$ cat config.mk
export PLATFORM = sky130hd
export DESIGN_NAME = bb3_window
export DESIGN_NICKNAME = d
export VERILOG_FILES = /design/src/sv/bb3_pkg.sv /design/src/sv/bb3_window.sv
export SDC_FILE = /design/constraint.sdc
export NUM_CORES = 1
export LEC_CHECK = 0
export BUFFER_PORTS_ARGS = -buffer_cell sky130_fd_sc_hd__buf_2
export CORE_MARGIN = 2
export CORE_UTILIZATION = 66
export CTS_CLUSTER_DIAMETER = 80
export CTS_CLUSTER_SIZE = 25
export DETAILED_ROUTE_END_ITERATION = 6
export PLACE_DENSITY_LB_ADDON = 0.3
export SLEW_MARGIN = 30
export SYNTH_ARGS = -nofsm -noshare
export SYNTH_HDL_FRONTEND = slang
export SYNTH_SLANG_ARGS = --single-unit
$ cat constraint.sdc
create_clock -name clk -period 20.4 [get_ports clk]
set_input_delay 1.02 -clock clk [delete_from_list [all_inputs] [get_ports clk]]
set_output_delay 1.02 -clock clk [all_outputs]
set_load 0.02 [all_outputs]
$ cat src/sv/bb3_pkg.sv
// Shared types, constants and a helper function for the 3x3 box blur.
`timescale 1ns / 1ps
package bb3_pkg;

  // Configuration register indexes
  localparam logic [0:0] REG_FRAME_WIDTH  = 1'd0;
  localparam logic [0:0] REG_FRAME_HEIGHT = 1'd1;

  localparam int unsigned FW_BITS    = 11;
  localparam int unsigned FH_BITS    = 13;
  localparam int unsigned CFG_BITS   = 13;
  localparam logic [10:0] FW_RESET   = 11'd640;
  localparam logic [12:0] FH_RESET   = 13'd480;
  localparam int unsigned PIX_BITS   = 24;
  localparam int unsigned SUM_BITS   = 12;

  typedef struct packed {
    logic [7:0] red_in;
    logic [7:0] green_in;
    logic [7:0] blue_in;
  } pix_in_t;

  typedef struct packed {
    logic [7:0]  red_out;
    logic [7:0]  green_out;
    logic [7:0]  blue_out;
    logic [11:0] out_row;
    logic [9:0]  out_col;
    logic        last_of_run;
  } pix_out_t;

  // Control from the sequencer to the window
  typedef struct packed {
    logic       shift;
    logic       load_sum;
    logic [2:0] row_mask;
    logic [2:0] col_mask;
  } win_ctrl_t;

  // Registered channel sums and tap count
  typedef struct packed {
    logic [SUM_BITS-1:0] sum_r;
    logic [SUM_BITS-1:0] sum_g;
    logic [SUM_BITS-1:0] sum_b;
    logic [3:0]          n;
  } sums_t;

  typedef enum logic [1:0] {
    ST_IDLE,
    ST_UPDATE,
    ST_SUM,
    ST_DIVIDE
  } state_t;

  // ceil(2^19 / (2n)) for each possible tap count
  function automatic logic [18:0] recip(input logic [3:0] n);
    logic [18:0] m;
    case (n)
      4'd2:    m = 19'd131072;
      4'd3:    m = 19'd87382;
      4'd4:    m = 19'd65536;
      4'd6:    m = 19'd43691;
      4'd9:    m = 19'd29128;
      default: m = 19'd262144;
    endcase
    return m;
  endfunction

endpackage

$ cat src/sv/bb3_window.sv
// 3x3 pixel window with masked channel sums.
`timescale 1ns / 1ps
module bb3_window (
  input  logic                          clk,
  input  bb3_pkg::win_ctrl_t            ctrl,
  input  logic [bb3_pkg::PIX_BITS-1:0]  col_up,
  input  logic [bb3_pkg::PIX_BITS-1:0]  col_mid,
  input  logic [bb3_pkg::PIX_BITS-1:0]  col_new,
  output bb3_pkg::sums_t                sums
);

  logic [bb3_pkg::PIX_BITS-1:0] win [3][3];
  bb3_pkg::sums_t               sums_next;

  // Shift the window left and drop in the new column
  always_ff @(posedge clk) begin
    if (ctrl.shift) begin
      for (int m = 0; m < 3; m++) begin
        win[m][0] <= win[m][1];
        win[m][1] <= win[m][2];
      end
      win[0][2] <= col_up;
      win[1][2] <= col_mid;
      win[2][2] <= col_new;
    end
  end

  // Add up the taps inside the frame
  always_comb begin
    sums_next = '0;
    for (int m = 0; m < 3; m++) begin
      for (int k = 0; k < 3; k++) begin
        if (ctrl.row_mask[m] && ctrl.col_mask[k]) begin
          sums_next.sum_r = sums_next.sum_r + bb3_pkg::SUM_BITS'(win[m][k][23:16]);
          sums_next.sum_g = sums_next.sum_g + bb3_pkg::SUM_BITS'(win[m][k][15:8]);
          sums_next.sum_b = sums_next.sum_b + bb3_pkg::SUM_BITS'(win[m][k][7:0]);
          sums_next.n     = sums_next.n + 4'd1;
        end
      end
    end
  end

  // Hold the sums for the divider
  always_ff @(posedge clk) begin
    if (ctrl.load_sum) begin
      sums <= sums_next;
    end
  end

endmodule

==> results.yml <==
global_route:
  grt_pass1_vias: 14923
  grt_pass1_wl_um: 71700
  grt_overflow: 0
  antenna_found_initial: 2
  grt_use_total_pct: 28.3
  grt_max_degree: 104
finish:
  multiInputGateArea_sq_um: 11200
  final_cell_mix: "256 x edfxtp_1, 200 x ha_1, 168 x nor2_1"
  layout_commonest_cell: "edfxtp_1"
  fillers: 2086
  fin_util_pct: 71.9
  drive_above_1_share_pct: 12.7
  seqCellArea_sq_um: 7690
  final_nets: 2369
  syn_to_final_growth_pct: 8.17
worst_setup_path:
  cp.required_ns: 20.68
  max_stage_delay_ns: 0.50
  end_kind: "register"
  crit_top_cell: "ha_1"
  critPathKind: "input pin to register"
  path_max_fanout: 31
  critPathLaunchType: "input pin"
  critPathSlowestCell: "or4bb_1"
  cp.arrival_ns: 11.03
floorplan:
  start_util_pct: 66.5
  die_area_sq_um: 31000
  die_w_um: 176
  chipHeight_um: 176
  boundaryPins: 121
  placementRows: 63
  coreArea_sq_um: 29400
clock_network:
  cts.path.max_buffers: 3
  cts_root_buf: "clkbuf_16"
  clk_pin_slew_worst_paths_ns: 0.10
  cts_max_level: 1
  cts_resized: 0
  numCtsBuffers: 17
  numClockSinks: 256
  clock_latency_ns: 0.52
  postCtsSetupRepairBufs: 0
  cts_hold_buf: 0
  tritoncts: "built"
detailed_routing:
  post_drt_wl_per_cell_um: 17.9
  ant_nets: 0
  drc: 0
  vias_per_cell: 6.12
  drtPass1Iterations: 5
  wl_met2_um: 21200
  first_iter_violations: 1197
  top_layer_used: "met4"
  met3_length_um: 2450
  m1WireLength_um: 19300
  wirelength_um: 44200
  vias: 15101
timing:
  post-route-period-util_pct: 52.7
  setup_viol: 0
  setup_tns_ns: 0
  maxSlewViolCount: 0
  hold_violations: 0
  clock_skew_ns: 0.0274
  period_needed_ns: 10.75
  clock.fmax_ghz: 0.0930
  tightest_slew_ns: 1.00
  rsz0062_at_grt: "false"
  slew-limit-headroom_pct: 33.0
pwr:
  peakVddDrop_v: 0.0000878
  p_per_area_nw_per_um2: 88.0
  p_leak_uw: 0.00881
synth:
  yosysUniqueCellTypes: 84
  synth_top_flop_cell: "edfxtp_1"
  ys_async_sr_fraction_pct: 0
  netlist_area_sq_um: 19600
  yosysWarnings: 0
  synth.net_count: 2267
  postSynthAreaPerCell_sq_um: 9.97
  synth_seq_area_share_pct: 39.3
  synth-seq-cells: 256
  syn_inst: 1962
  synth_top_area_share_pct: 39.3
  synth_area_leaders: "edfxtp_1 39%, ha_1 13%, xnor2_1 4.7%, a21oi_1 3.8%, o21ai_0 3.7%"
  yosys.area.top_type: "edfxtp_1"
  synth-edff-count: 256
placement:
  dp_hpwl_um: 32300
  numPortBuffers: 120
  globalplace.congestion: 0.901
hold_path:
  hold_path_class: "register to register"
flow_run:
  maxCapViolCount: 0
run_status:
  outcome: "complete, no violations"
final cells by class:
| class | count | share of cell area (%) |
|---|---|---|
| Clock buffer | 17 | 2.01 |
| Sequential cell | 256 | 36.3 |
| Inverter | 142 | 2.52 |
| Tap cell | 390 | 2.31 |
| Multi-Input combinational cell | 1514 | 52.7 |
| Clock inverter | 12 | 0.710 |
| Timing Repair Buffer | 133 | 3.35 |
| Antenna cell | 2 | 0.0237 |
per-layer routing:
layer | GRT usage (%) | vias to the layer above
met5 | 0 | -
met4 | 9.44 | 0
met3 | 2.82 | 93
met2 | 48.3 | 532
met1 | 38.0 | 7136
li1 | - | 7340
synth_stat cells (23+ instances only):
cell type and count:
edfxtp_1 256, ha_1 200, nor2_1 168, a21oi_1 148, nand2_1 148, o21ai_0 143, inv_1 142, xnor2_1 104
mux2_2 62, nor2b_1 49, clkbuf_1 42, o21a_1 42, a21o_1 41, xor2_1 37, and3_1 25, fa_1 24
nand3_1 24, o21bai_1 23
state kept, by name, indices dropped and copies added (netlist names):
register	cells
sums	40
win	216
final timing paths:
path | from | slack [ns] | cells past startpoint | end
worst max-delay path | ctrl[0] | 9.65 | 45 | sums[15]
worst min-delay path | win[0][168] | 0.45 | 0 | win[0][192]
worst max register to register | win[0][48] | 10.32 | 44 | sums[15]
worst min register to register | win[0][168] | 0.45 | 0 | win[0][192]
through the flow:
step                      cell area [sq um]  std cells  power, uW  setup WS, ns  hold WS (ns)
after global routing                  21200       2466       1980          8.98         0.467
after detailed placement              20600       2435       1470          9.32         0.444
after floorplan                       19600       1962       1290         10.03         0.433
final                                 21200       2466       1860          9.65         0.451
after global placement                20600       2435       1430          9.81         0.438
after CTS                             21100       2464       1860          9.83         0.458
critical path, delay by kind of cell:
family | cells | cell delay, ns
AOI/OAI and AO/OA | 22 | 4.45
xor gates and xnor gates | 3 | 0.42
adders and majority gates | 9 | 2.96
buffers and inverters | 5 | 0.64
muxes | 2 | 0.46
and+or+nand+nor | 4 | 1.09
where the power goes:
part / switching (uW) / internal (uW) / leakage [uW] / total [uW]
Sequential: 25.3 / 645 / 0.00251 / 671
Clock: 203 / 177 / 0.000274 / 379
Combinational: 463 / 350 / 0.00602 / 812
cells by family (layout without fill, tap and decap cells):
family / Yosys count / in the layout / share of synthesized area, %
compound gates: 559 / 559 / 18.5
xor+xnor: 144 / 144 / 6.63
fa+ha+maj: 226 / 226 / 15.4
buf+inv: 192 / 304 / 3.70
flops: 256 / 256 / 39.3
mux: 78 / 78 / 4.45
other cells: 0 / 2 / 0
simple gates: 507 / 507 / 12.0
No activity file was read; power rests on OpenSTA's default activity.
