### src/sv/bb3_pkg.sv
// Shared types, constants and a helper function for the 3x3 box blur.
`timescale 1ns / 1ps
package bb3_pkg;

  // Configuration register indexes
  localparam logic [0:0] REG_FRAME_WIDTH  = 1'd0;
  localparam logic [0:0] REG_FRAME_HEIGHT = 1'd1;

  localparam int unsigned FW_BITS    = 11;
  localparam int unsigned FH_BITS    = 13;
  localparam int unsigned CFG_BITS   = 13;
  localparam logic [10:0] FW_RESET   = 11'd640;
  localparam logic [12:0] FH_RESET   = 13'd480;
  localparam int unsigned PIX_BITS   = 24;
  localparam int unsigned SUM_BITS   = 12;

  typedef struct packed {
    logic [7:0] red_in;
    logic [7:0] green_in;
    logic [7:0] blue_in;
  } pix_in_t;

  typedef struct packed {
    logic [7:0]  red_out;
    logic [7:0]  green_out;
    logic [7:0]  blue_out;
    logic [11:0] out_row;
    logic [9:0]  out_col;
    logic        last_of_run;
  } pix_out_t;

  // Control from the sequencer to the window
  typedef struct packed {
    logic       shift;
    logic       load_sum;
    logic [2:0] row_mask;
    logic [2:0] col_mask;
  } win_ctrl_t;

  // Registered channel sums and tap count
  typedef struct packed {
    logic [SUM_BITS-1:0] sum_r;
    logic [SUM_BITS-1:0] sum_g;
    logic [SUM_BITS-1:0] sum_b;
    logic [3:0]          n;
  } sums_t;

  typedef enum logic [1:0] {
    ST_IDLE,
    ST_UPDATE,
    ST_SUM,
    ST_DIVIDE
  } state_t;

  // ceil(2^19 / (2n)) for each possible tap count
  function automatic logic [18:0] recip(input logic [3:0] n);
    logic [18:0] m;
    case (n)
      4'd2:    m = 19'd131072;
      4'd3:    m = 19'd87382;
      4'd4:    m = 19'd65536;
      4'd6:    m = 19'd43691;
      4'd9:    m = 19'd29128;
      default: m = 19'd262144;
    endcase
    return m;
  endfunction

endpackage

### src/sv/bb3_divide.sv
// Rounded mean: (2*sum + n) / (2n) by reciprocal multiplication.
`timescale 1ns / 1ps
module bb3_divide (
  input  bb3_pkg::sums_t sums,
  output logic [7:0]     red,
  output logic [7:0]     green,
  output logic [7:0]     blue
);

  logic [18:0] m;
  logic [12:0] x_r, x_g, x_b;
  logic [31:0] p_r, p_g, p_b;

  // Scale each channel by the reciprocal of the divisor
  always_comb begin
    m   = bb3_pkg::recip(sums.n);
    x_r = {sums.sum_r, 1'b0} + 13'(sums.n);
    x_g = {sums.sum_g, 1'b0} + 13'(sums.n);
    x_b = {sums.sum_b, 1'b0} + 13'(sums.n);
    p_r = 32'(x_r) * 32'(m);
    p_g = 32'(x_g) * 32'(m);
    p_b = 32'(x_b) * 32'(m);
  end

  assign red   = p_r[26:19];
  assign green = p_g[26:19];
  assign blue  = p_b[26:19];

endmodule

### config.mk
export PLATFORM = sky130hd
export DESIGN_NAME = bb3_divide
export DESIGN_NICKNAME = d
export VERILOG_FILES = /design/src/sv/bb3_pkg.sv /design/src/sv/bb3_divide.sv
export SDC_FILE = /design/constraint.sdc
export NUM_CORES = 1
export LEC_CHECK = 0
export BUFFER_PORTS_ARGS = -buffer_cell sky130_fd_sc_hd__buf_2
export CORE_MARGIN = 2
export CORE_UTILIZATION = 45
export DETAILED_ROUTE_END_ITERATION = 10
export PLACE_DENSITY = 0.65
export SLEW_MARGIN = 5
export SYNTH_ARGS = -nofsm -noshare
export SYNTH_HDL_FRONTEND = slang
export SYNTH_SLANG_ARGS = --single-unit
### constraint.sdc
create_clock -name vclk -period 6.85
set_clock_uncertainty 0.15 [all_clocks]
set_input_delay 0.3425 -clock vclk [all_inputs]
set_output_delay 0.3425 -clock vclk [all_outputs]
set_load 0.005 [all_outputs]
==> results.yml, run 1 <==
run_status:
  status: "finished, final reports clean"
synthesis:
  syn-mean-instance-area_um2: 9.04
  netlist_instances: 1965
  synthXorXnorAreaFrac_pct: 4.92
  syn_area_um2: 17800
  synthAdderAreaFrac_pct: 66.1
  synth_cell_types: 59
  ys_seq_area_share_pct: 0
  synthSimpleGateAreaFrac_pct: 9.24
  synth_top_family_by_area: "adder cells"
  yosysWarnings: 0
  synthMuxAreaShare_pct: 0
  synth_compound_area_share_pct: 4.54
placement:
  placed_area_um2: 21000
  port_buffers: 64
  place_ws_ns: -0.476
  gp_congestion: 1.06
  dpl.hpwl_um: 46300
worst_setup_path:
  slowest_delay_ns: 0.54
  cp-start-kind: "primary input"
  cp-end-kind: "primary output"
  cp.required_ns: 6.36
  crit_arrival_ns: 6.32
  crit_slowest_cell: "fa_1"
  critPathKind: "in -> out"
  crit_top_cell: "fa_1"
  path_max_fanout: 4
layout:
  layout.nets: 3053
  synthToLayoutAreaGrowth_pct: 26.0
  nClkBuffers: 0
  mostFrequentLayoutCell: "inv_1"
  final_cell_mix: "678 x inv_1, 455 x fa_1, 336 x buf_4"
  fillers: 3409
  seqCellArea_um2: 0
  drive_above_1_share_pct: 25.7
  multi_input_area_um2: 16100
  final_area_um2: 22400
  design.seq.count: 0
global_routing:
  grt_pass1_vias: 15300
  track_usage_pct: 26.2
  grt_pass1_wl_um: 82400
  grt_overflow: 0
  antenna_found_initial: 1
  grt_max_degree: 36
worst_hold_path:
  hold_class: "in -> out"
routing:
  wire_per_inst_um: 18.0
  drt_iter0_drc: 803
  vias_per_cell: 4.79
  drc_errors: 0
  dr.pass1.iters: 5
  num_vias: 13800
  detail-route-antenna-nets: 0
  drt_wl_total_um: 51700
power:
  peakVddDrop_uv: 192
  p_int_mw: 1.34
  power_frac_seq_pct: 0
  clkPwrFrac_pct: 0
  p_per_area_nw_per_um2: 128
  p_sw_share_pct: 53.0
  p_total_mw: 2.85
  p_sw_mw: 1.51
  total_leakage_power_nw: 12.6
  combPwrFrac_pct: 100.0
sta:
  fmax_mhz: 147
  hold_viol: 0
  drv_slew: 0
  rsz0062_at_grt: "true"
  fin_ws_ns: 0.0423
  setup_viol: 0
  setup-tns-final_ns: 0
  post-route-min-period_ns: 6.81
  finalCritPeriodShare_pct: 99.4
die:
  core_area_um2: 38800
  chipHeight_um: 203
  rows: 72
  io_pins: 64
  dieWidth_um: 203
  start_util_pct: 45.8
  die-area_um2: 41100
cts:
  hold_buffers: 0
run:
  maxCapViolCount: 0
-- per-layer routing --
layer  share of wire (%)  track usage, %  vias to the layer above
li1                    -               -                     6386
met1                  41            34.3                     6930
met2                  51            47.0                      359
met3                 4.0            1.41                      104
met4                 4.1            7.82                        2
met5               0.025               0                        -
-- per-stage QoR --
| step | util [%] | hold WS [ns] | instances |
|---|---|---|---|
| 3_5_place_dp | 54.0 | 1.48 | 2830 |
| 2_1_floorplan | - | 0.984 | 1976 |
| 4_1_cts | 55.4 | 1.49 | 2846 |
| 3_3_place_gp | 54.0 | 1.47 | 2830 |
| 5_1_grt | 57.6 | 1.56 | 2878 |
| 6_report | 57.6 | 1.50 | 2879 |
-- worst paths after layout --
path / cells past startpoint / from / slack, ns / endpoint
worst max-delay path: 27 / sums[17] / 0.04 / green[7]
worst min-delay path: 6 / sums[13] / 1.50 / blue[7]
-- layout make-up --
type / count / area share (%)
antenna: 1 / 0.0112
tap: 518 / 2.90
multi-input combinational: 1257 / 71.9
inverter: 692 / 11.6
timing repair buffer: 411 / 13.6
-- cell usage after synthesis (18+ instances only) --
master	n	area share [%]
a21oi_1	30	0.85
nor2_1	110	2.3
clkbuf_1	20	0.42
nand2_1	179	3.8
ha_1	173	12
xnor2_1	58	2.9
inv_1	692	15
and2_1	24	0.85
a21o_1	18	0.76
fa_1	478	54
xor2_1	38	1.9
o21ai_0	24	0.68
-- power by group through the flow --
stage / registers (mW) / clock network (mW) / logic (mW)
floorplan: 0 / 0 / 1.55
finish: 0 / 0.0000000197 / 2.85
CTS: 0 / 0 / 2.65
detailed placement: 0 / 0 / 2.54
global route: 0 / 0 / 3.23
global placement: 0 / 0 / 2.47
-- cell families (layout without fill, tap and decap cells) --
| group | after synthesis | in the layout |
|---|---|---|
| buf+inv | 719 | 1103 |
| fa+ha+maj | 651 | 651 |
| simple gates | 375 | 375 |
| compound gates | 121 | 121 |
| xor+xnor | 98 | 98 |
| other cells | 1 | 13 |
-- repair_timing --
item	CTS	global route
gates resized for setup	96	138
setup endpoints to repair	23	22
pin swaps	53	100
setup buffers	19	32
-- worst max-delay path: cells and delay by family --
kind                     cells  cell delay, ns
adder cells (fa/ha/maj)      7            2.93
AO/OA/AOI/OAI                6            1.36
AND/OR/NAND/NOR              4            0.53
XOR/XNOR                     2            0.31
buffers and inverters        8            0.84
Power figures use the tool's default switching activity.
==> run 2: changes to the inputs <==
- GPL_TIMING_DRIVEN: not set -> 0
==> run 2 against run 1 <==
Effect of this change:
- the flow now finishes with violations (negative setup slack)
- sequential cell count stayed put
- utilization fell by 3.0 points
- routed wire length is 1.2% lower
- critical path depth fell by 1
- global-route usage is 0.72 points lower
- setup slack got worse by 0.18 ns
- critical path type unchanged
- largest cell class unchanged
==> results.yml, run 2 (synthesized netlist as in run 1, its figures left out) <==
power:
  p_total_mw: 2.69
  p_per_area_nw_per_um2: 127
  p_sw_share_pct: 56.0
  clkPwrFrac_pct: 0
  total_leakage_power_nw: 11.6
  p_int_mw: 1.18
  combPwrFrac_pct: 100.0
  power_frac_seq_pct: 0
  peakVddDrop_uv: 184
  p_sw_mw: 1.51
worst_setup_path:
  critPathKind: "in -> out"
  path_max_fanout: 7
  cp.required_ns: 6.36
  cp-start-kind: "primary input"
  crit_arrival_ns: 6.49
  cp-end-kind: "primary output"
sta:
  drv_slew: 0
  slew_headroom_pct: 29.4
  finalCritPeriodShare_pct: 102
  post-route-min-period_ns: 6.99
  fmax_mhz: 143
  hold_viol: 0
  tightestPinTransition_ns: 1.05
  rsz0062_at_grt: "true"
  setup-tns-final_ns: -0.192
  setup_viol: 3
  fin_ws_ns: -0.137
placement:
  dpl.hpwl_um: 43600
  gp_congestion: 1.01
  port_buffers: 63
  place_ws_ns: -1.70
die:
  chipHeight_um: 203
  core_area_um2: 38800
  start_util_pct: 45.8
  die-area_um2: 41100
  dieWidth_um: 203
  io_pins: 64
  rows: 72
routing:
  drc_errors: 0
  num_vias: 13400
  wire_per_inst_um: 19.2
  vias_per_cell: 5.02
  drt_wl_total_um: 51100
  drt_iter0_drc: 789
  detail-route-antenna-nets: 0
  dr.pass1.iters: 7
layout:
  multi_input_area_um2: 16600
  nClkBuffers: 0
  layout.nets: 2836
  fillers: 3420
  synthToLayoutAreaGrowth_pct: 19.5
  drive_above_1_share_pct: 21.2
  design.seq.count: 0
  utilization_pct: 54.7
  mostFrequentLayoutCell: "inv_1"
  final_cell_mix: "670 x inv_1, 441 x fa_1, 151 x ha_1"
  seqCellArea_um2: 0
global_routing:
  grt_pass1_wl_um: 79800
  antenna_found_initial: 1
  track_usage_pct: 25.5
  grt_pass1_vias: 14800
  grt_overflow: 0
  grt_max_degree: 18
run_status:
  failed_checks: "negative setup slack"
  status: "finished with violations"
cts:
  hold_buffers: 0
run:
  maxCapViolCount: 0
worst_hold_path:
  hold_class: "in -> out"
## run 2: worst paths after layout
kind / slack, ns / end / cells past startpoint / from
max: -0.14 / blue[6] / 26 / sums[1]
min: 1.46 / green[7] / 7 / sums[25]
## run 2: timing repair
action | 4_1_cts | 5_1_grt
resized for setup | 229 | 158
setup endpoints to repair | 24 | 21
pin swaps | 75 | 107
endpoints found under the hold margin | 0 | 0
setup buffers | 55 | 53
## run 2: cell type report
| cell class | count | share of cell area (%) |
|---|---|---|
| Timing Repair Buffer | 169 | 5.64 |
| Antenna cell | 1 | 0.0118 |
| Inverter | 692 | 12.3 |
| Tap cell | 518 | 3.05 |
| Buffer | 25 | 1.00 |
| Multi-Input combinational cell | 1257 | 78.0 |
## run 2: worst max-delay path, cell delays in order
cell	delay [ns]
buf_12	0.12
ha_4	0.16
fa_2	0.35
a21o_4	0.26
and4_4	0.22
xor2_4	0.19
buf_4	0.14
nand2_2	0.07
fa_1	0.59
fa_1	0.44
inv_2	0.10
fa_1	0.44
fa_1	0.51
inv_1	0.06
fa_1	0.49
inv_1	0.05
ha_1	0.32
a21oi_2	0.16
o221ai_2	0.11
a31oi_1	0.21
o21ai_2	0.08
buf_6	0.14
o221a_4	0.23
or4_4	0.43
o311ai_4	0.10
buf_2	0.16
## run 2: stage by stage
stage | cells | hold slack [ns] | instance area, um^2
2_1_floorplan | 1976 | 0.984 | 17800
3_3_place_gp | 2557 | 1.44 | 18800
3_5_place_dp | 2557 | 1.44 | 18800
4_1_cts | 2610 | 1.45 | 20200
5_1_grt | 2662 | 1.51 | 21200
6_report | 2662 | 1.46 | 21200
## run 2: power groups by stage
stage	Sequential (mW)	Combinational [mW]	Clock, mW
2_1_floorplan	0	1.55	0
3_3_place_gp	0	2.16	0
3_5_place_dp	0	2.22	0
4_1_cts	0	2.43	0
5_1_grt	0	3.04	0.0000000195
6_report	0	2.69	0.0000000196
## run 2: layer usage
metal  share of wire, %  global-route usage (%)
met5                  0                       0
met1                 39                    32.1
met3                5.8                    3.26
met4                4.8                    9.23
met2                 50                    44.9
==> run 3: changes to the inputs <==
- BUFFER_PORTS_ARGS: -buffer_cell sky130_fd_sc_hd__buf_2 -> not set
- DONT_BUFFER_PORTS: not set -> 1
- PLACE_DENSITY: 0.65 -> 0.64
==> run 3 against run 2 <==
Effect of this change:
- routed wire length shrank 2.9%
- final cell count shrank 4.5%
- the flow now finishes without violations
- utilization shrank 3.2 points
- via count shrank 4.6%
- sequential cell count is the same
- critical path type unchanged
- critical path depth shrank 3
- largest cell class unchanged
- global-route usage shrank 0.52 points
==> results.yml, run 3 (synthesized netlist as in run 1, its figures left out) <==
run_status:
  status: "finished, final reports clean"
sta:
  setup_viol: 0
  hold_viol: 0
  rsz0062_at_grt: "true"
  fmax_mhz: 148
  tightestPinTransition_ns: 1.11
  slew_headroom_pct: 25.5
  holdWs_ns: 1.15
  finalCritPeriodShare_pct: 98.8
  post-route-min-period_ns: 6.77
  fin_ws_ns: 0.0795
  drv_slew: 0
placement:
  dpl.hpwl_um: 43600
  port_buffers: 0
  placed_area_um2: 18500
  gp_congestion: 0.966
  place_ws_ns: -1.43
layout:
  multi_input_area_um2: 16100
  mostFrequentLayoutCell: "inv_1"
  fillers: 3533
  layout.nets: 2716
  final_cell_mix: "679 x inv_1, 454 x fa_1, 160 x ha_1"
  nClkBuffers: 0
  seqCellArea_um2: 0
  drive_above_1_share_pct: 13.0
  synthToLayoutAreaGrowth_pct: 12.6
  design.seq.count: 0
  final_area_um2: 20000
power:
  peakVddDrop_uv: 141
  clkPwrFrac_pct: 0
  p_sw_share_pct: 58.7
  p_int_mw: 0.959
  total_leakage_power_nw: 11.1
  combPwrFrac_pct: 100.0
  p_total_mw: 2.32
  power_frac_seq_pct: 0
  p_per_area_nw_per_um2: 116
  p_sw_mw: 1.36
die:
  chipHeight_um: 203
  rows: 72
  io_pins: 64
  dieWidth_um: 203
  core_area_um2: 38800
  start_util_pct: 45.8
  die-area_um2: 41100
worst_setup_path:
  cp-end-kind: "primary output"
  cp-start-kind: "primary input"
  setup.worst_path.end: "blue[6]"
  path_max_fanout: 8
  cp-startpoint: "sums[1]"
  crit_arrival_ns: 6.28
  critPathKind: "in -> out"
  cp.required_ns: 6.36
routing:
  drt_iter0_drc: 712
  wire_per_inst_um: 19.5
  detail-route-antenna-nets: 0
  num_vias: 12700
  vias_per_cell: 5.01
  drt_wl_total_um: 49600
  dr.pass1.iters: 6
  drc_errors: 0
global_routing:
  antenna_found_initial: 3
  grt_overflow: 0
  grt_pass1_wl_um: 77900
  grt_max_degree: 18
  track_usage_pct: 24.9
  grt_pass1_vias: 14000
run:
  maxCapViolCount: 0
worst_hold_path:
  hold_class: "in -> out"
  holdPathStages: 4
[run 3: changes by cell type in the layout (fill, tap and decap cells not counted), sizes merged]
cell,previous run,this run
clkinvlp,2,1
clkbuf,18,19
inv,690,691
diode,1,2
buf,176,55
[run 3: area by class of cell]
class / count / share of cell area [%]
tap: 518 / 3.24
timing repair buffer: 49 / 1.97
buffer: 25 / 1.08
antenna: 2 / 0.0250
multi-input combinational: 1257 / 80.7
inverter: 692 / 13.0
[run 3: worst max-delay path, cell delays in order]
cell	delay, ns
ha_2	0.18
fa_2	0.41
a21o_4	0.25
buf_4	0.16
nand3_4	0.11
xnor2_4	0.12
nand2_1	0.13
inv_1	0.13
fa_1	0.59
inv_1	0.07
fa_1	0.56
inv_1	0.07
fa_1	0.52
fa_1	0.48
fa_1	0.60
ha_4	0.23
a21o_1	0.17
a31oi_2	0.15
o21ai_2	0.08
buf_6	0.14
o221a_4	0.24
or4_4	0.42
o311ai_2	0.11
[run 3: layer usage]
| layer | global-route usage (%) | vias up | part of all wire [%] |
|---|---|---|---|
| met4 | 8.89 | 0 | 4.8 |
| li1 | - | 5701 | - |
| met1 | 31.9 | 6527 | 40 |
| met5 | 0 | - | 0 |
| met2 | 44.3 | 393 | 51 |
| met3 | 2.13 | 120 | 4.8 |
[run 3: stage by stage]
step                      utilization [%]  setup TNS, ns  cells
after CTS                            49.0       -0.00928   2515
final                                51.5              0   2543
after detailed placement             47.5         -23.84   2494
after global routing                 51.5         -0.383   2543
after global placement               47.5         -21.05   2494
after floorplan                         -              0   1976
[run 3: power groups by stage]
stage | combinational, mW | sequential, mW | clock [mW]
5_1_grt | 2.66 | 0 | 0.0000000391
3_5_place_dp | 2.08 | 0 | 0
4_1_cts | 2.16 | 0 | 0
2_1_floorplan | 1.55 | 0 | 0
3_3_place_gp | 2.01 | 0 | 0
6_report | 2.32 | 0 | 0.0000000392
[run 3: worst min-delay path by stage]
stage	slack (ns)	endpoint	start
floorplan	0.98	green[7]	sums[23]
global placement	1.17	red[7]	sums[35]
detailed placement	1.15	red[7]	sums[35]
CTS	1.16	green[7]	sums[24]
global route	1.15	red[7]	sums[36]
finish	1.15	green[7]	sums[24]
[run 3: repair_timing]
action / in CTS / in global routing
pin swaps: 22 / 63
hold endpoints to repair: 0 / 0
gates resized for setup: 105 / 166
endpoints found under the setup margin: 24 / 20
hold buffers: 0 / 0
buffers inserted: 22 / 27
